**src/rtl/core/vector4_alu_normalise_unit_macros.svh**
```systemverilog
// Assertion macros for the vector ALU and normalise unit.
// Included by the top level; no other dependencies.
`ifndef VECTOR4_ALU_NORMALISE_UNIT_MACROS_SVH
`define VECTOR4_ALU_NORMALISE_UNIT_MACROS_SVH
`ifndef NO_ASSERTIONS
`define VA4N_ASSERT(lbl, prop, msg) \
  lbl: assert property (@(posedge clk) disable iff (!rst_n) prop) else $error(msg);
`define VA4N_ASSERT_RST(lbl, prop, msg) \
  lbl: assert property (@(posedge clk) prop) else $error(msg);
`else
`define VA4N_ASSERT(lbl, prop, msg)
`define VA4N_ASSERT_RST(lbl, prop, msg)
`endif
`endif

```
**src/rtl/core/va4n_pkg.sv**
```systemverilog
// Shared types, codes and widths for the vector ALU and normalise unit.
// No dependencies.
package va4n_pkg;

  localparam int NUM_LANES   = 4;
  localparam int CMD_W       = 3;
  localparam int DIMS_W      = 3;
  localparam int COMP_W      = 16;
  localparam int SCALAR_W    = 34;
  localparam int STATUS_W    = 2;
  localparam int SQ_W        = 34;
  localparam int RAD_W       = SQ_W + 16;
  localparam int SQRT_STEPS  = RAD_W / 2;
  localparam int ROOT_W      = SQRT_STEPS;
  localparam int REM_W       = ROOT_W + 2;
  localparam int LEN_W       = ROOT_W;
  localparam int DIV_STEPS   = 15;
  localparam int Q_W         = DIV_STEPS;
  localparam int DREM_W      = LEN_W + 1;
  localparam int DIV_PRESHIFT = 7;
  localparam int LEN_FRAC_DROP = 8;

  localparam logic [CMD_W-1:0] CMD_CLEAR = 3'd0;
  localparam logic [CMD_W-1:0] CMD_ADD   = 3'd1;
  localparam logic [CMD_W-1:0] CMD_SUB   = 3'd2;
  localparam logic [CMD_W-1:0] CMD_DOT   = 3'd3;
  localparam logic [CMD_W-1:0] CMD_SQLEN = 3'd4;
  localparam logic [CMD_W-1:0] CMD_LEN   = 3'd5;
  localparam logic [CMD_W-1:0] CMD_NORM  = 3'd6;

  localparam logic [STATUS_W-1:0] ST_OK   = 2'd0;
  localparam logic [STATUS_W-1:0] ST_SAT  = 2'd1;
  localparam logic [STATUS_W-1:0] ST_ZERO = 2'd2;

  typedef struct packed {
    logic [COMP_W-1:0] val;
    logic              sat;
    logic [30:0]       aa;
    logic [31:0]       ab;
    logic [COMP_W-1:0] mag;
    logic              neg;
  } lane_res_t;

  typedef struct packed {
    logic [CMD_W-1:0]                  cmd;
    logic [NUM_LANES-1:0][COMP_W-1:0]  val;
    logic [NUM_LANES-1:0][COMP_W-1:0]  mag;
    logic [NUM_LANES-1:0]              neg;
    logic [SCALAR_W-1:0]               scalar;
    logic [STATUS_W-1:0]               status;
  } ctx_t;

endpackage

```
**src/rtl/core/va4n_lane.sv**
```systemverilog
// One vector lane: saturating add/subtract, the two products and the magnitude.
// Depends on va4n_pkg.
module va4n_lane
  import va4n_pkg::*;
(
  input  logic              clk,
  input  logic              en,
  input  logic [CMD_W-1:0]  cmd,
  input  logic              active,
  input  logic [COMP_W-1:0] a,
  input  logic [COMP_W-1:0] b,
  output lane_res_t         res_r
);

  logic [COMP_W:0]   sum;
  logic              ovf;
  logic [COMP_W-1:0] clamp;
  logic [31:0]       prod_aa;
  logic [31:0]       prod_ab;
  lane_res_t         res_nxt;

  always_comb begin
    if (cmd == CMD_SUB) begin
      sum = {a[COMP_W-1], a} - {b[COMP_W-1], b};
    end else begin
      sum = {a[COMP_W-1], a} + {b[COMP_W-1], b};
    end
    ovf = sum[COMP_W] ^ sum[COMP_W-1];
    if (ovf) begin
      clamp = sum[COMP_W] ? 16'h8000 : 16'h7fff;
    end else begin
      clamp = sum[COMP_W-1:0];
    end
    prod_aa = 32'($signed(a) * $signed(a));
    prod_ab = 32'($signed(a) * $signed(b));
    res_nxt = '0;
    if (active) begin
      res_nxt.aa  = prod_aa[30:0];
      res_nxt.ab  = prod_ab;
      res_nxt.mag = a[COMP_W-1] ? (~a + 16'd1) : a;
      res_nxt.neg = a[COMP_W-1];
      if (cmd == CMD_ADD || cmd == CMD_SUB) begin
        res_nxt.val = clamp;
        res_nxt.sat = ovf;
      end
    end
  end

  always_ff @(posedge clk) begin
    if (en) begin
      res_r <= res_nxt;
    end
  end

endmodule

```
**config.mk**
```make
export PLATFORM = sky130hd
export DESIGN_NAME = va4n_lane
export DESIGN_NICKNAME = d
export VERILOG_FILES = /design/src/rtl/core/vector4_alu_normalise_unit_macros.svh /design/src/rtl/core/va4n_pkg.sv /design/src/rtl/core/va4n_lane.sv
export SDC_FILE = /design/constraint.sdc
export NUM_CORES = 1
export LEC_CHECK = 0
export ABC_AREA = 1
export BUFFER_PORTS_ARGS = -buffer_cell sky130_fd_sc_hd__buf_2
export CAP_MARGIN = 40
export CORE_AREA = 3 3 205 358
export CTS_BUF_LIST = sky130_fd_sc_hd__clkbuf_4 sky130_fd_sc_hd__clkbuf_8
export DETAILED_ROUTE_END_ITERATION = 12
export DIE_AREA = 0 0 208 361
export PLACE_DENSITY_LB_ADDON = 0.25
export SETUP_SLACK_MARGIN = 0.1
export SYNTH_ARGS = -nofsm -noshare
export SYNTH_HDL_FRONTEND = slang
export SYNTH_SLANG_ARGS = --single-unit
```
**constraint.sdc**
```tcl
create_clock -name clk -period 8.5 [get_ports clk]
set_clock_uncertainty 0.1 [all_clocks]
set_input_delay 2.125 -clock clk [delete_from_list [all_inputs] [get_ports clk]]
set_output_delay 2.125 -clock clk [all_outputs]
set_load 0.01 [all_outputs]
```
==> out/results.tsv <==
stage	metric	value	unit
drt	drc	0	
drt	routedWlPerCell	17.9	um
layout	largest_reg_flops	95	
placement	gp_congestion	0.915	
drt	first_iter_violations	923	
min_path	holdCritPathClass	in -> reg	
worst_setup_path	cp_max_fo	19	
cts	clk_pin_slew	0.15	ns
floorplan	die_w	208	um
logic_synthesis	synth.area.top_cells	fa_1, inv_1, edfxtp_1	
placement	place_hpwl	62100	um
drt	dr.pass1.iters	5	
timing	setup_viol	0	
timing	worst_pin_slew	0.861	ns
logic_synthesis	synth_fp_nets	3752	
drt	vias_per_cell	4.72	
layout	largest_register	res_r	
global_route	grt.overflow.total	0	
logic_synthesis	synth_ff_type	edfxtp_1	
logic_synthesis	ys_async_sr_fraction	0	
worst_setup_path	arrival	8.13	ns
cts	htreeDepth	3	
global_route	grt_use_total	0.202	
cts	cts_tree	done	
layout	reg.largest.list	res_r: 95 flops	
flow_run	drv_cap	0	
floorplan	rows	129	
logic_synthesis	post-synth-top-area-fraction	0.403	
floorplan	io_pins	135	
worst_setup_path	path_common_cell	fa_1	
logic_synthesis	ys_ff_latch	95	
drt	ant_nets	0	
global_route	grt_max_degree	64	
worst_setup_path	required	8.77	ns
layout	drive_above_1_share	0.0857	
timing	max_slew_margin	0.426	
logic_synthesis	synth_cell_type_count	45	
layout	final_nets	3876	
cts	root_buffer	clkbuf_8	
floorplan	coreArea	70700	um^2
floorplan	initial_utilization	0.349	
worst_setup_path	worst-path-buf-inv	8	
timing	drv_slew	0	
timing	finalCriticalPeriod	7.86	ns
cts	cts-resized-gates	0	
logic_synthesis	synth-warning-count	0	
cts	cts_sinks	95	
global_route	grt_pass1_vias	21451	
logic_synthesis	synthTopCellsByCount	inv_1, nand2_1, fa_1, ha_1, nor2_1	
timing	tns	0	ns
worst_setup_path	cpPeakStageDelay	0.55	ns
global_route	grt_pass1_wl	117000	um
global_route	grt_antenna_before_repair	1	
worst_setup_path	path_cells	buf_2 -> clkinv_1 -> buf_4 -> nor2_1 -> fa_1 -> inv_1 -> fa_1 -> inv_1 -> fa_1 -> inv_1 -> fa_1 -> inv_1 -> fa_1 -> fa_1 -> ha_1 -> nand2_1 -> nor2_1 -> inv_1 -> nor3_1 -> nand2_1 -> nand3_1 -> o21ai_0 -> a21oi_1	
cts	postCtsHoldBufs	0	
logic_synthesis	syn_area_per_cell	8.14	um^2
placement	portBuffers	133	
worst_setup_path	crit_slowest_cell	clkinv_1	
logic_synthesis	synth-seq-area-share	0.116	
logic_synthesis	synth_area	24700	um^2
worst_setup_path	critPathTopFamily	adder cells	
run_status	status	complete, no violations	
timing	hold_viol	0	
timing	max_freq	127	MHz
layout	area_growth	9.06	%
cts	cts_made_buffers	9	
logic_synthesis	synth.most_common_cell	inv_1	
cts	clockBufferDepth	2	
logic_synthesis	syn_inst	3032	
worst_setup_path	crit_type	in -> reg	
drt	wl	73200	um
logic_synthesis	synth_top_area_cell	fa_1	
cts	post_cts_buffers	0	
timing	timing.final.crit_share	0.925	
worst_setup_path	critPathLaunchType	primary input	
floorplan	die_h	361	um
logic_synthesis	synth_edf_count	95	
timing	rsz0062_at_grt	false	
worst_setup_path	end_kind	flop	
floorplan	die-area	75100	um^2
drt	vias	19238	
## area by class of cell
cell class,count,area (um^2)
Antenna cell,2,5.00
Clock buffer,10,131
Clock inverter,6,37.5
Fill cell,7465,43800
Inverter,899,3370
Multi-Input combinational cell,1929,18000
Sequential cell,95,2850
Tap cell,917,1150
Timing Repair Buffer,222,1400
## metal layers
layer	part of all wire	GRT usage	up-vias	wire, um
met4	0.054	0.0958	0	3920
met1	0.35	0.204	9561	25400
met3	0.029	0.0169	165	2100
met5	0	0	-	0
met2	0.57	0.409	430	41800
li1	-	-	9082	-
## kinds of logic (layout without fill, tap and decap cells)
| group | Yosys count | in the layout | share of synthesized area |
|---|---|---|---|
| and+or+nand+nor | 934 | 934 | 0.155 |
| AOI/OAI and AO/OA | 259 | 259 | 0.0576 |
| other | 1 | 3 | 0.000152 |
| DFF | 95 | 95 | 0.116 |
| xor gates and xnor gates | 53 | 53 | 0.0188 |
| buffers and inverters | 1008 | 1137 | 0.156 |
| adders and majority gates | 682 | 682 | 0.497 |
## cells in the final DEF, fill, tap and decap left out, drive strengths merged, types with 2 or more instances in the layout
| cell type | n |
|---|---|
| ha | 185 |
| nand2 | 632 |
| o21ai | 82 |
| a21o | 5 |
| o21bai | 14 |
| o211ai | 5 |
| or2 | 7 |
| nand4 | 12 |
| and3 | 2 |
| nor2 | 172 |
| clkbuf | 10 |
| clkinv | 6 |
| buf | 222 |
| inv | 898 |
| xor2 | 36 |
| nand3b | 3 |
| nand3 | 74 |
| o21a | 13 |
| a21boi | 4 |
| diode | 2 |
| nor3 | 30 |
| xnor2 | 17 |
| fa | 497 |
| a21oi | 130 |
| a31oi | 4 |
| edfxtp | 95 |
## final timing paths
check	start	to	slack, ns	cells after the start
worst min-delay path	en	res_r[30]	2.03	1
worst max-delay path	a[15]	res_r[76]	0.64	23
## stage by stage
step	instance area [um^2]	worst slack [ns]	cells	hold WS, ns	util
2_1_floorplan	24700	0.625	3032	2.14	-
3_3_place_gp	26700	0.122	4062	2.43	0.378
3_5_place_dp	26700	0.133	4062	2.43	0.378
4_1_cts	26900	0.635	4078	1.99	0.381
5_1_grt	26900	0.345	4079	2.03	0.381
6_report	26900	0.640	4080	2.03	0.381
Power is not shown: default switching activity piles up to over one toggle a cycle in this logic, so the estimate is an artifact.
