<file path="src/rtl/core/vector4_alu_normalise_unit_macros.svh">
// Assertion macros for the vector ALU and normalise unit.
// Included by the top level; no other dependencies.
`ifndef VECTOR4_ALU_NORMALISE_UNIT_MACROS_SVH
`define VECTOR4_ALU_NORMALISE_UNIT_MACROS_SVH
`ifndef NO_ASSERTIONS
`define VA4N_ASSERT(lbl, prop, msg) \
  lbl: assert property (@(posedge clk) disable iff (!rst_n) prop) else $error(msg);
`define VA4N_ASSERT_RST(lbl, prop, msg) \
  lbl: assert property (@(posedge clk) prop) else $error(msg);
`else
`define VA4N_ASSERT(lbl, prop, msg)
`define VA4N_ASSERT_RST(lbl, prop, msg)
`endif
`endif

</file>
<file path="src/rtl/core/va4n_pkg.sv">
// Shared types, codes and widths for the vector ALU and normalise unit.
// No dependencies.
package va4n_pkg;

  localparam int NUM_LANES   = 4;
  localparam int CMD_W       = 3;
  localparam int DIMS_W      = 3;
  localparam int COMP_W      = 16;
  localparam int SCALAR_W    = 34;
  localparam int STATUS_W    = 2;
  localparam int SQ_W        = 34;
  localparam int RAD_W       = SQ_W + 16;
  localparam int SQRT_STEPS  = RAD_W / 2;
  localparam int ROOT_W      = SQRT_STEPS;
  localparam int REM_W       = ROOT_W + 2;
  localparam int LEN_W       = ROOT_W;
  localparam int DIV_STEPS   = 15;
  localparam int Q_W         = DIV_STEPS;
  localparam int DREM_W      = LEN_W + 1;
  localparam int DIV_PRESHIFT = 7;
  localparam int LEN_FRAC_DROP = 8;

  localparam logic [CMD_W-1:0] CMD_CLEAR = 3'd0;
  localparam logic [CMD_W-1:0] CMD_ADD   = 3'd1;
  localparam logic [CMD_W-1:0] CMD_SUB   = 3'd2;
  localparam logic [CMD_W-1:0] CMD_DOT   = 3'd3;
  localparam logic [CMD_W-1:0] CMD_SQLEN = 3'd4;
  localparam logic [CMD_W-1:0] CMD_LEN   = 3'd5;
  localparam logic [CMD_W-1:0] CMD_NORM  = 3'd6;

  localparam logic [STATUS_W-1:0] ST_OK   = 2'd0;
  localparam logic [STATUS_W-1:0] ST_SAT  = 2'd1;
  localparam logic [STATUS_W-1:0] ST_ZERO = 2'd2;

  typedef struct packed {
    logic [COMP_W-1:0] val;
    logic              sat;
    logic [30:0]       aa;
    logic [31:0]       ab;
    logic [COMP_W-1:0] mag;
    logic              neg;
  } lane_res_t;

  typedef struct packed {
    logic [CMD_W-1:0]                  cmd;
    logic [NUM_LANES-1:0][COMP_W-1:0]  val;
    logic [NUM_LANES-1:0][COMP_W-1:0]  mag;
    logic [NUM_LANES-1:0]              neg;
    logic [SCALAR_W-1:0]               scalar;
    logic [STATUS_W-1:0]               status;
  } ctx_t;

endpackage

</file>
<file path="src/rtl/core/va4n_sqrt.sv">
// Pipelined integer square root, one result bit per stage, of sq * 65536.
// Depends on va4n_pkg.
module va4n_sqrt
  import va4n_pkg::*;
(
  input  logic              clk,
  input  logic              en,
  input  logic [SQ_W-1:0]   sq,
  output logic [ROOT_W-1:0] root
);

  logic [RAD_W-1:0]  n_r    [SQRT_STEPS];
  logic [REM_W-1:0]  rem_r  [SQRT_STEPS];
  logic [ROOT_W-1:0] root_r [SQRT_STEPS];

  for (genvar s = 0; s < SQRT_STEPS; s++) begin : g_step
    logic [RAD_W-1:0]  n_prev;
    logic [REM_W-1:0]  rem_prev;
    logic [ROOT_W-1:0] root_prev;
    logic [REM_W+1:0]  t;
    logic [REM_W+1:0]  trial;
    logic [RAD_W-1:0]  n_nxt;
    logic [REM_W-1:0]  rem_nxt;
    logic [ROOT_W-1:0] root_nxt;

    if (s == 0) begin : g_first
      assign n_prev    = {sq, 16'd0};
      assign rem_prev  = '0;
      assign root_prev = '0;
    end else begin : g_next
      assign n_prev    = n_r[s-1];
      assign rem_prev  = rem_r[s-1];
      assign root_prev = root_r[s-1];
    end

    always_comb begin
      t     = {rem_prev, n_prev[RAD_W-1 -: 2]};
      trial = (REM_W+2)'({root_prev, 2'b01});
      n_nxt = {n_prev[RAD_W-3:0], 2'b00};
      if (t >= trial) begin
        rem_nxt  = REM_W'(t - trial);
        root_nxt = {root_prev[ROOT_W-2:0], 1'b1};
      end else begin
        rem_nxt  = t[REM_W-1:0];
        root_nxt = {root_prev[ROOT_W-2:0], 1'b0};
      end
    end

    always_ff @(posedge clk) begin
      if (en) begin
        n_r[s]    <= n_nxt;
        rem_r[s]  <= rem_nxt;
        root_r[s] <= root_nxt;
      end
    end
  end

  assign root = root_r[SQRT_STEPS-1];

endmodule

</file>
<file path="config.mk">
export PLATFORM = sky130hd
export DESIGN_NAME = va4n_sqrt
export DESIGN_NICKNAME = d
export VERILOG_FILES = /design/src/rtl/core/vector4_alu_normalise_unit_macros.svh /design/src/rtl/core/va4n_pkg.sv /design/src/rtl/core/va4n_sqrt.sv
export SDC_FILE = /design/constraint.sdc
export NUM_CORES = 2
export LEC_CHECK = 0
export BUFFER_PORTS_ARGS = -buffer_cell sky130_fd_sc_hd__buf_2
export CORE_MARGIN = 2
export CORE_UTILIZATION = 45
export DETAILED_ROUTE_END_ITERATION = 10
export SYNTH_ARGS = -nofsm -noshare
export SYNTH_HDL_FRONTEND = slang
export SYNTH_SLANG_ARGS = --single-unit
</file>
<file path="constraint.sdc">
create_clock -name clk -period 3.7 [get_ports clk]
set_input_delay 0.555 -clock clk [delete_from_list [all_inputs] [get_ports clk]]
set_output_delay 0.555 -clock clk [all_outputs]
set_load 0.01 [all_outputs]
</file>
==> impl_metrics.tcl <==
set metrics [dict create \
    fmax_ghz 0.288 \
    hold_viol 0 \
    synth_top_family_by_area "simple AND/OR/NAND/NOR gates" \
    finalWeightedCongestion 0.856 \
    synth_flop_cell "edfxtp_1" \
    dr.pass1.iters 5 \
    num-fill-cells 11800 \
    syn_nets 5412 \
    wl_per_cell_um 17.6 \
    portBuffers 60 \
    crit_chain "or4_1, or4_1, or2_1, or4_4, a31oi_4, or2_1, nor4b_1, xor2_1" \
    via_per_inst 5.34 \
    hold-path-cell-count 2 \
    row_count 134 \
    core_um2 133000 \
    fin_crit_sh 0.938 \
    synth_edf_count 1201 \
    async_reset_ff_frac 0 \
    grt_overflow 0 \
    critical_path_class "register to register" \
    ir_worst_vdd_v 0.000456 \
    dpl.hpwl_um 91800 \
    r2r_slack_ps 230 \
    cts_tree "yes" \
    drtAntennaViolNets 0 \
    r2r_start "rem_r[1][93]" \
    synthSimpleGateAreaFrac 0.117 \
    hold_slack_ps 99.4 \
    dieArea_um2 137000 \
    ys_seq_elements 1201 \
    synthCells 5032 \
    cts_num_sinks 1201 \
    root_buffer "clkbuf_16" \
    max_cap_viol_count 0 \
    totalPowerFinal_mw 39.6 \
    grt_pass1_vias 37400 \
    instances_no_fill 7139 \
    fin_crit_ps 3470 \
    critPathTopFamily "simple AND/OR/NAND/NOR gates" \
    yosys_warnings 0 \
    power_density_nw_per_um2 579 \
    finalClockSkew_ps 24.1 \
    slowest_delay_ps 620 \
    setup_viol 0 \
    netlist_area_um2 60500 \
    worst_ep_required_time_ps 4170 \
    synthMuxAreaShare 0.00925 \
    rsz0062_at_grt "no" \
    synth_xor_area_frac 0.0650 \
    boundaryPins 61 \
    hp-start "sq[32]" \
    drv_slew 0 \
    slowest_stage "or4_1" \
    p_leak_nw 26.3 \
    final_common_cell "edfxtp_1" \
    cp-end-kind "register" \
    cts_made_buffers 137 \
    crit_arrival_ps 3940 \
    dieHeight_um 371 \
    num_antenna_cells 0 \
    vias 38100 \
    post-route-drc-count 0 \
    drt_iter0_drc 2651 \
    final_layout_size_suffix_gt1_frac 0.0829 \
    start_kind "register" \
    initial_core_util 0.453 \
    clkLatencyLatePin_ps 750 \
    grt_pass1_wl_um 201000 \
    hp-class "input pin to register" \
    synth_compound_area_frac 0.107 \
    synth_seq_area_share 0.596 \
    critPathBufInv 0 \
    hold_end "root_r[0][0]" \
    antenna_found_initial 0 \
    syn_to_final_growth_pct 13.2 \
    relSlewSlack 0.422 \
    tns_ps 0 \
    grt_max_degree 123 \
    crit_fanout 7 \
    status "complete, no violations" \
    yosys.cell_types.count 85 \
    r2r_end "rem_r[1][128]" \
    synthAdderAreaFrac 0.0720 \
    place_inst 6855 \
    post_cts_buffers 0 \
    final_cell_area_um2 68400 \
    nets 5638 \
    htreeDepth 4 \
    route.final.wire_length_um 126000 \
    dpl-instance-area_um2 63500 \
    r2r_cells 8 \
    avgSynthCellArea_um2 12.0 \
    path_clk_slew_ps 60 \
    cts_buffer_depth 3 \
    die_x_um 371 \
    tightest_slew_ps 862 \
    grt_usage 0.184 \
    most-common-layout-cells "edfxtp_1, inv_1, nand2_1, nor2_1, ha_1" \
]
## Yosys cell counts, types with 17 or more instances
cell type / number / area share
nand2_1: 354 / 0.022
nor3_1: 146 / 0.012
nor2b_1: 41 / 0.0042
o211ai_1: 34 / 0.0042
nor4_1: 77 / 0.0080
nand4_1: 50 / 0.0052
ha_1: 337 / 0.070
a31oi_1: 27 / 0.0028
nand3b_1: 24 / 0.0030
a21oi_1: 290 / 0.024
o31ai_1: 37 / 0.0046
and2_1: 17 / 0.0018
edfxtp_1: 1201 / 0.60
xnor2_1: 230 / 0.033
o21bai_1: 26 / 0.0032
a211oi_1: 29 / 0.0036
clkbuf_1: 72 / 0.0045
mux2_2: 39 / 0.0073
or2_2: 27 / 0.0028
o21a_1: 76 / 0.0094
nor2_1: 353 / 0.022
and3_1: 25 / 0.0026
or3_1: 64 / 0.0066
o21ai_0: 276 / 0.023
xor2_1: 219 / 0.032
inv_1: 449 / 0.028
or4_1: 35 / 0.0043
nand3_1: 84 / 0.0069
a21o_1: 100 / 0.012
nand2b_1: 64 / 0.0066
## final cells by class
cell class | count | area (µm²) | share of cell area
inverters | 454 | 1700 | 0.0249
well taps | 1768 | 2210 | 0.0323
clock inverters | 87 | 1010 | 0.0148
flip-flops and latches | 1201 | 36100 | 0.527
repair buffers | 173 | 1410 | 0.0205
clock buffers | 165 | 3620 | 0.0529
multi-input cells | 3291 | 22400 | 0.328
## per-stage QoR
| stage | setup slack [ps] | util |
|---|---|---|
| after global placement | 280 | 0.476 |
| after detailed placement | 249 | 0.476 |
| after floorplan | 457 | - |
| after CTS | 150 | 0.513 |
| after global routing | 39.5 | 0.513 |
| final | 228 | 0.513 |
## power breakdown
part	switching (mW)	total (mW)	internal, mW	leakage [nW]
sequential	1.18	18.4	17.2	11.4
clock	5.56	13.8	8.24	2.23
combinational	4.26	7.44	3.18	12.7
total	11.0	39.6	28.6	26.3
## how the worst max path moves through the flow
stage / startpoint / end / slack, ps / cells past startpoint
floorplan: rem_r[0][197] / rem_r[1][26] / 460 / 10
global placement: root_r[1][150] / rem_r[2][215] / 280 / 12
detailed placement: rem_r[2][169] / rem_r[2][215] / 250 / 9
CTS: rem_r[2][169] / rem_r[2][215] / 150 / 9
global route: rem_r[0][116] / rem_r[0][159] / 40 / 9
finish: rem_r[1][93] / rem_r[1][128] / 230 / 8
## state kept, by name, summed over array words and instances (netlist names)
signal  count
root_r    325
rem_r     604
n_r       272
## kinds of logic after synthesis
family,Yosys count
mux,51
buf+inv,540
xor+xnor,449
compound gates,1029
flops,1201
fa+ha+maj,344
simple gates,1417
other cells,1
## worst reg2reg max path, stage by stage, from the launching register on
cell and delay (ps):
edfxtp_1 490, or4_1 620, or4_1 440, or2_1 290, or4_4 580, a31oi_4 210
or2_1 310, nor4b_1 110, xor2_1 160
## layer usage
| layer | track usage | vias to the layer above | share of wire | routed length (µm) |
|---|---|---|---|---|
| li1 | - | 19000 | - | - |
| met1 | 0.226 | 18200 | 0.43 | 53700 |
| met2 | 0.330 | 685 | 0.51 | 64400 |
| met3 | 0.0264 | 236 | 0.034 | 4220 |
| met4 | 0.0603 | 0 | 0.029 | 3630 |
| met5 | 0 | - | 0 | 0 |
## what timing repair did
action | 4_1_cts | 5_1_grt
setup endpoints to repair | 0 | 2
gates resized for setup | 0 | 2
endpoints found under the hold margin | 32 | 0
hold buffers | 32 | 0
Note: power is estimated with default switching activity, not from simulation.
