<file path="src/rtl/core/vector4_alu_normalise_unit_macros.svh">
// Assertion macros for the vector ALU and normalise unit.
// Included by the top level; no other dependencies.
`ifndef VECTOR4_ALU_NORMALISE_UNIT_MACROS_SVH
`define VECTOR4_ALU_NORMALISE_UNIT_MACROS_SVH
`ifndef NO_ASSERTIONS
`define VA4N_ASSERT(lbl, prop, msg) \
  lbl: assert property (@(posedge clk) disable iff (!rst_n) prop) else $error(msg);
`define VA4N_ASSERT_RST(lbl, prop, msg) \
  lbl: assert property (@(posedge clk) prop) else $error(msg);
`else
`define VA4N_ASSERT(lbl, prop, msg)
`define VA4N_ASSERT_RST(lbl, prop, msg)
`endif
`endif

</file>
<file path="src/rtl/core/va4n_pkg.sv">
// Shared types, codes and widths for the vector ALU and normalise unit.
// No dependencies.
package va4n_pkg;

  localparam int NUM_LANES   = 4;
  localparam int CMD_W       = 3;
  localparam int DIMS_W      = 3;
  localparam int COMP_W      = 16;
  localparam int SCALAR_W    = 34;
  localparam int STATUS_W    = 2;
  localparam int SQ_W        = 34;
  localparam int RAD_W       = SQ_W + 16;
  localparam int SQRT_STEPS  = RAD_W / 2;
  localparam int ROOT_W      = SQRT_STEPS;
  localparam int REM_W       = ROOT_W + 2;
  localparam int LEN_W       = ROOT_W;
  localparam int DIV_STEPS   = 15;
  localparam int Q_W         = DIV_STEPS;
  localparam int DREM_W      = LEN_W + 1;
  localparam int DIV_PRESHIFT = 7;
  localparam int LEN_FRAC_DROP = 8;

  localparam logic [CMD_W-1:0] CMD_CLEAR = 3'd0;
  localparam logic [CMD_W-1:0] CMD_ADD   = 3'd1;
  localparam logic [CMD_W-1:0] CMD_SUB   = 3'd2;
  localparam logic [CMD_W-1:0] CMD_DOT   = 3'd3;
  localparam logic [CMD_W-1:0] CMD_SQLEN = 3'd4;
  localparam logic [CMD_W-1:0] CMD_LEN   = 3'd5;
  localparam logic [CMD_W-1:0] CMD_NORM  = 3'd6;

  localparam logic [STATUS_W-1:0] ST_OK   = 2'd0;
  localparam logic [STATUS_W-1:0] ST_SAT  = 2'd1;
  localparam logic [STATUS_W-1:0] ST_ZERO = 2'd2;

  typedef struct packed {
    logic [COMP_W-1:0] val;
    logic              sat;
    logic [30:0]       aa;
    logic [31:0]       ab;
    logic [COMP_W-1:0] mag;
    logic              neg;
  } lane_res_t;

  typedef struct packed {
    logic [CMD_W-1:0]                  cmd;
    logic [NUM_LANES-1:0][COMP_W-1:0]  val;
    logic [NUM_LANES-1:0][COMP_W-1:0]  mag;
    logic [NUM_LANES-1:0]              neg;
    logic [SCALAR_W-1:0]               scalar;
    logic [STATUS_W-1:0]               status;
  } ctx_t;

endpackage

</file>
<file path="src/rtl/core/va4n_div.sv">
// Pipelined restoring divider for one lane: (mag << 22) / len, one quotient bit per stage.
// Depends on va4n_pkg.
module va4n_div
  import va4n_pkg::*;
(
  input  logic                               clk,
  input  logic                               en,
  input  logic [COMP_W-1:0]                  mag,
  input  logic [DIV_STEPS-1:0][LEN_W-1:0]    len,
  output logic [Q_W-1:0]                     quo
);

  logic [DREM_W-1:0] rem_r [DIV_STEPS];
  logic [Q_W-1:0]    q_r   [DIV_STEPS];

  for (genvar s = 0; s < DIV_STEPS; s++) begin : g_step
    logic [DREM_W-1:0] rem_prev;
    logic [Q_W-1:0]    q_prev;
    logic [DREM_W:0]   t;
    logic [DREM_W-1:0] rem_nxt;
    logic [Q_W-1:0]    q_nxt;

    if (s == 0) begin : g_first
      // The low dividend bits are all zero, so only the top part is loaded.
      assign rem_prev = DREM_W'({mag, DIV_PRESHIFT'(0)});
      assign q_prev   = '0;
    end else begin : g_next
      assign rem_prev = rem_r[s-1];
      assign q_prev   = q_r[s-1];
    end

    always_comb begin
      t = {rem_prev, 1'b0};
      if (t >= (DREM_W+1)'(len[s])) begin
        rem_nxt = DREM_W'(t - (DREM_W+1)'(len[s]));
        q_nxt   = {q_prev[Q_W-2:0], 1'b1};
      end else begin
        rem_nxt = t[DREM_W-1:0];
        q_nxt   = {q_prev[Q_W-2:0], 1'b0};
      end
    end

    always_ff @(posedge clk) begin
      if (en) begin
        rem_r[s] <= rem_nxt;
        q_r[s]   <= q_nxt;
      end
    end
  end

  assign quo = q_r[DIV_STEPS-1];

endmodule

</file>
<file path="config.mk">
export PLATFORM = sky130hd
export DESIGN_NAME = va4n_div
export DESIGN_NICKNAME = d
export VERILOG_FILES = /design/src/rtl/core/vector4_alu_normalise_unit_macros.svh /design/src/rtl/core/va4n_pkg.sv /design/src/rtl/core/va4n_div.sv
export SDC_FILE = /design/constraint.sdc
export NUM_CORES = 1
export LEC_CHECK = 0
export ABC_CLOCK_PERIOD_IN_PS = 7990
export BUFFER_PORTS_ARGS = -buffer_cell sky130_fd_sc_hd__clkbuf_2
export CELL_PAD_IN_SITES_DETAIL_PLACEMENT = 1
export CELL_PAD_IN_SITES_GLOBAL_PLACEMENT = 1
export CORE_MARGIN = 10
export CORE_UTILIZATION = 47
export DETAILED_ROUTE_END_ITERATION = 12
export MAX_ROUTING_LAYER = met4
export PLACE_DENSITY = 0.83
export SYNTH_ARGS = -nofsm -noshare
export SYNTH_HDL_FRONTEND = slang
export SYNTH_SLANG_ARGS = --single-unit
</file>
<file path="constraint.sdc">
create_clock -name clk -period 7.99 [get_ports clk]
set_input_delay 0.3995 -clock clk [delete_from_list [all_inputs] [get_ports clk]]
set_output_delay 0.3995 -clock clk [all_outputs]
set_load 0.005 [all_outputs]
</file>
==> qor.log <==
INFO  status         run_status=finished clean
INFO  synthesis      syn_area_per_cell=9.54squm
INFO  setup_path     reg2reg_to=rem_r[1][53]
INFO  timing         hold_violations=0
INFO  min_path       timing.hold.worst.start=mag[1]
INFO  setup_path     setup.worst_path.start_class=flop
INFO  final_layout   final_layout_size_suffix_gt1_frac=0.156
INFO  synthesis      synth_enable_flop_cells=484
INFO  clocking       cts_tree=yes
INFO  global_route   grt_start_max_net_pins=174
INFO  pwr            power.leakage=18.8nW
INFO  job            cap_violations=0
INFO  synthesis      synth-seq-cells=484
INFO  detailed_routing totalWireLength=117000um
INFO  setup_path     cp_data_required_time=8.36ns
INFO  die            row_count=102
INFO  detailed_routing detail-route-antenna-nets=0
INFO  clocking       cts-root-to-sink-buffers=3
INFO  synthesis      synth.lib_cells_used.distinct=85
INFO  setup_path     cp_data_arrival_time=4.43ns
INFO  placed_design  gp_routability_congestion=0.938
INFO  die            die-width=300um
INFO  global_route   grt.overflow.total=0
INFO  global_route   groute.usage.overall=0.258
INFO  detailed_routing detailed_route_via_count=30568
INFO  final_layout   multiInputGateArea=20300squm
INFO  clocking       worst_setup_hold_path_clk_slew=0.07ns
INFO  timing         timing.final.crit_share=0.508
INFO  timing         finalMaxSlewViolations=0
INFO  final_layout   layoutNonFillerInstCount=5352
INFO  min_path       min_to=rem_r[0][9]
INFO  die            die_area=90200squm
INFO  clocking       cts-root-buf=sky130_fd_sc_hd__clkbuf_16
INFO  timing         totalNegativeSetupSlack=0ns
INFO  timing         slew_headroom=0.206
INFO  setup_path     crit_fanout=36
INFO  placed_design  dp_hpwl=93200um
INFO  detailed_routing drt_pass1_iterations=5
INFO  setup_path     reg2regPathDepth=11
INFO  final_layout   count_of_fill_cells_added_during_filler_insertion=8967
INFO  setup_path     crit_path_top_delay_cell=sky130_fd_sc_hd__a21oi_2
INFO  synthesis      mappedNetlistNets=4643
INFO  setup_path     crit_path_cell_trace=ha_1 -> o21a_1 -> o21ai_1 -> a31oi_1 -> o31a_1 -> o31a_1 -> a21oi_1 -> o21bai_1 -> a21oi_2 -> buf_4 -> mux2_2
INFO  die            die_h=300um
INFO  min_path       hold_depth=2
INFO  timing         min_period=4.06ns
INFO  final_layout   register_area=14500squm
INFO  clocking       htree_num_levels=2
INFO  synthesis      synth_warnings=0
INFO  final_layout   syn_to_final_growth=14.0%
INFO  clocking       clock_latency=0.63ns
INFO  detailed_routing route.detailed.drc=0
INFO  final_layout   num-nets-final=5031
INFO  setup_path     crit-reg2reg-launch=rem_r[1][30]
INFO  placed_design  detailed_place.area=40100squm
INFO  synthesis      synthTopCellsByArea=sky130_fd_sc_hd__edfxtp_1, sky130_fd_sc_hd__ha_1, sky130_fd_sc_hd__xnor2_1
INFO  synthesis      ys_seq_area_frac=0.393
INFO  detailed_routing drt-initial-drc-count=1683
INFO  global_route   grt_pass1_wl=181000um
INFO  timing         maxClockFrequency=246MHz
INFO  clocking       cts-buffers-inserted=59
INFO  placed_design  numPlacedInstances=5238
INFO  min_path       hold_path.class=input port to flop
INFO  synthesis      synth_largest_area_cell=sky130_fd_sc_hd__edfxtp_1
INFO  synthesis      async_flop_share=0
INFO  timing         skew=0.0302ns
INFO  pwr            vdd_drop_max=0.000182V
INFO  synthesis      post_synthesis_cell_area=36900squm
INFO  clocking       cts_hold_buffers=0
INFO  pwr            power_per_cell_area=398nW/um^2
INFO  setup_path     cp-end-kind=flop
INFO  detailed_routing wl_per_cell=21.9um
INFO  die            pin_count=408
INFO  synthesis      synth_top_cells_by_count=sky130_fd_sc_hd__edfxtp_1, sky130_fd_sc_hd__inv_1, sky130_fd_sc_hd__ha_1
INFO  setup_path     r2r_setup_slk=3.93ns
INFO  die            fp.coreArea=77700squm
INFO  synthesis      synthDominantCellAreaShare=0.393
INFO  detailed_routing vias_per_inst=5.71
INFO  clocking       post_cts.repair.setup_buffers=0
INFO  clocking       tritoncts_num_sinks=484
INFO  setup_path     critPathKind=flop to flop
INFO  global_route   antenna_found_initial=7
INFO  global_route   grt_pass1_vias=32855
INFO  timing         hold_slack=0.118ns
INFO  synthesis      synthFlopType=sky130_fd_sc_hd__edfxtp_1
INFO  synthesis      synth.most_common_cell=sky130_fd_sc_hd__edfxtp_1
INFO  final_layout   design_area=42100squm
INFO  timing         rsz_0062_raised_after_global_routing=no
INFO  setup_path     timing.critical_path.mode_cell=sky130_fd_sc_hd__o31a_1
INFO  synthesis      synthesis.instances=3871
INFO  setup_path     slowest_stage_delay_on_critical_path=0.53ns
INFO  die            initial_core_util=0.475
INFO  timing         setup_violations=0
INFO  timing         measured_slew_at_the_worst_slew_check_pin=1.19ns
INFO  clocking       post_cts_resize_count=0
INFO  placed_design  io_buffers=407
state kept, by name (all words and copies together), names as in the netlist:
| name | flops |
|---|---|
| q_r | 120 |
| rem_r | 364 |
where the power goes:
part,switching [mW],internal (mW)
Clock,1.14,1.74
Combinational,4.99,3.80
Sequential,0.781,4.31
metrics by stage:
step | total power [mW] | utilization | worst slack (ns)
after floorplan | 11.2 | - | 4.65
after global placement | 13.4 | 0.515 | 3.92
after detailed placement | 13.8 | 0.515 | 3.83
after CTS | 16.8 | 0.542 | 3.93
after global routing | 17.9 | 0.542 | 3.52
final | 16.8 | 0.542 | 3.93
logic make-up (layout without fill, tap and decap cells):
group / count (synthesis) / count (layout) / share of synthesized area
flip-flops: 484 / 484 / 0.393
AND/OR/NAND/NOR: 891 / 891 / 0.115
buffers and inverters: 553 / 988 / 0.0575
adder cells (fa/ha/maj): 379 / 379 / 0.131
other: 1 / 7 / 0.000102
XOR/XNOR: 308 / 308 / 0.0730
AO/OA/AOI/OAI: 1136 / 1136 / 0.193
multiplexers: 119 / 119 / 0.0376
worst max-delay path by stage:
stage               endpoint  slack [ns]     startpoint  depth (start not counted)
6_report        rem_r[1][53]        3.93   rem_r[1][30]                         11
2_1_floorplan   rem_r[0][85]        4.65        len[76]                         13
5_1_grt        rem_r[0][157]        3.52  rem_r[0][131]                         11
4_1_cts        rem_r[0][119]        3.93   rem_r[0][78]                         11
3_5_place_dp    rem_r[0][53]        3.83        len[58]                         12
3_3_place_gp    rem_r[0][46]        3.92        len[29]                         13
final cells by class:
| class | instances | area share |
|---|---|---|
| multi-input cells | 2834 | 0.483 |
| flip-flops and latches | 484 | 0.345 |
| repair buffers | 420 | 0.0512 |
| inverters | 460 | 0.0410 |
| clock buffers | 68 | 0.0359 |
| well taps | 1040 | 0.0309 |
| clock inverters | 40 | 0.0123 |
| diodes | 6 | 0.000357 |
worst max-delay path: cells and delay by family, from the launching register on:
kind | cells | cell delay, ns
flip-flops | 1 | 0.44
AO/OA/AOI/OAI | 8 | 2.09
adder cells (fa/ha/maj) | 1 | 0.37
buffers and inverters | 1 | 0.44
multiplexers | 1 | 0.44
metal layers:
metal | up-vias | share of wire | track usage
li1 | 14752 | - | -
met1 | 14846 | 0.40 | 0.286
met2 | 748 | 0.52 | 0.465
met3 | 222 | 0.048 | 0.0401
met4 | 0 | 0.037 | 0.0907
met5 | - | 0 | -
placed cells by master, fill, tap and decap left out, types with 60 or more instances in the layout:
cell type / Yosys / final
sky130_fd_sc_hd__a21o_1: 176 / 176
sky130_fd_sc_hd__a21oi_1: 329 / 326
sky130_fd_sc_hd__clkbuf_2: 0 / 406
sky130_fd_sc_hd__edfxtp_1: 484 / 484
sky130_fd_sc_hd__ha_1: 366 / 366
sky130_fd_sc_hd__inv_1: 459 / 459
sky130_fd_sc_hd__mux2_2: 103 / 103
sky130_fd_sc_hd__nand2_1: 288 / 288
sky130_fd_sc_hd__nand4_1: 60 / 60
sky130_fd_sc_hd__nor2_1: 224 / 224
sky130_fd_sc_hd__o21ai_0: 311 / 311
sky130_fd_sc_hd__xnor2_1: 197 / 197
sky130_fd_sc_hd__xor2_1: 111 / 111
Note: power is estimated with default switching activity, not from simulation.
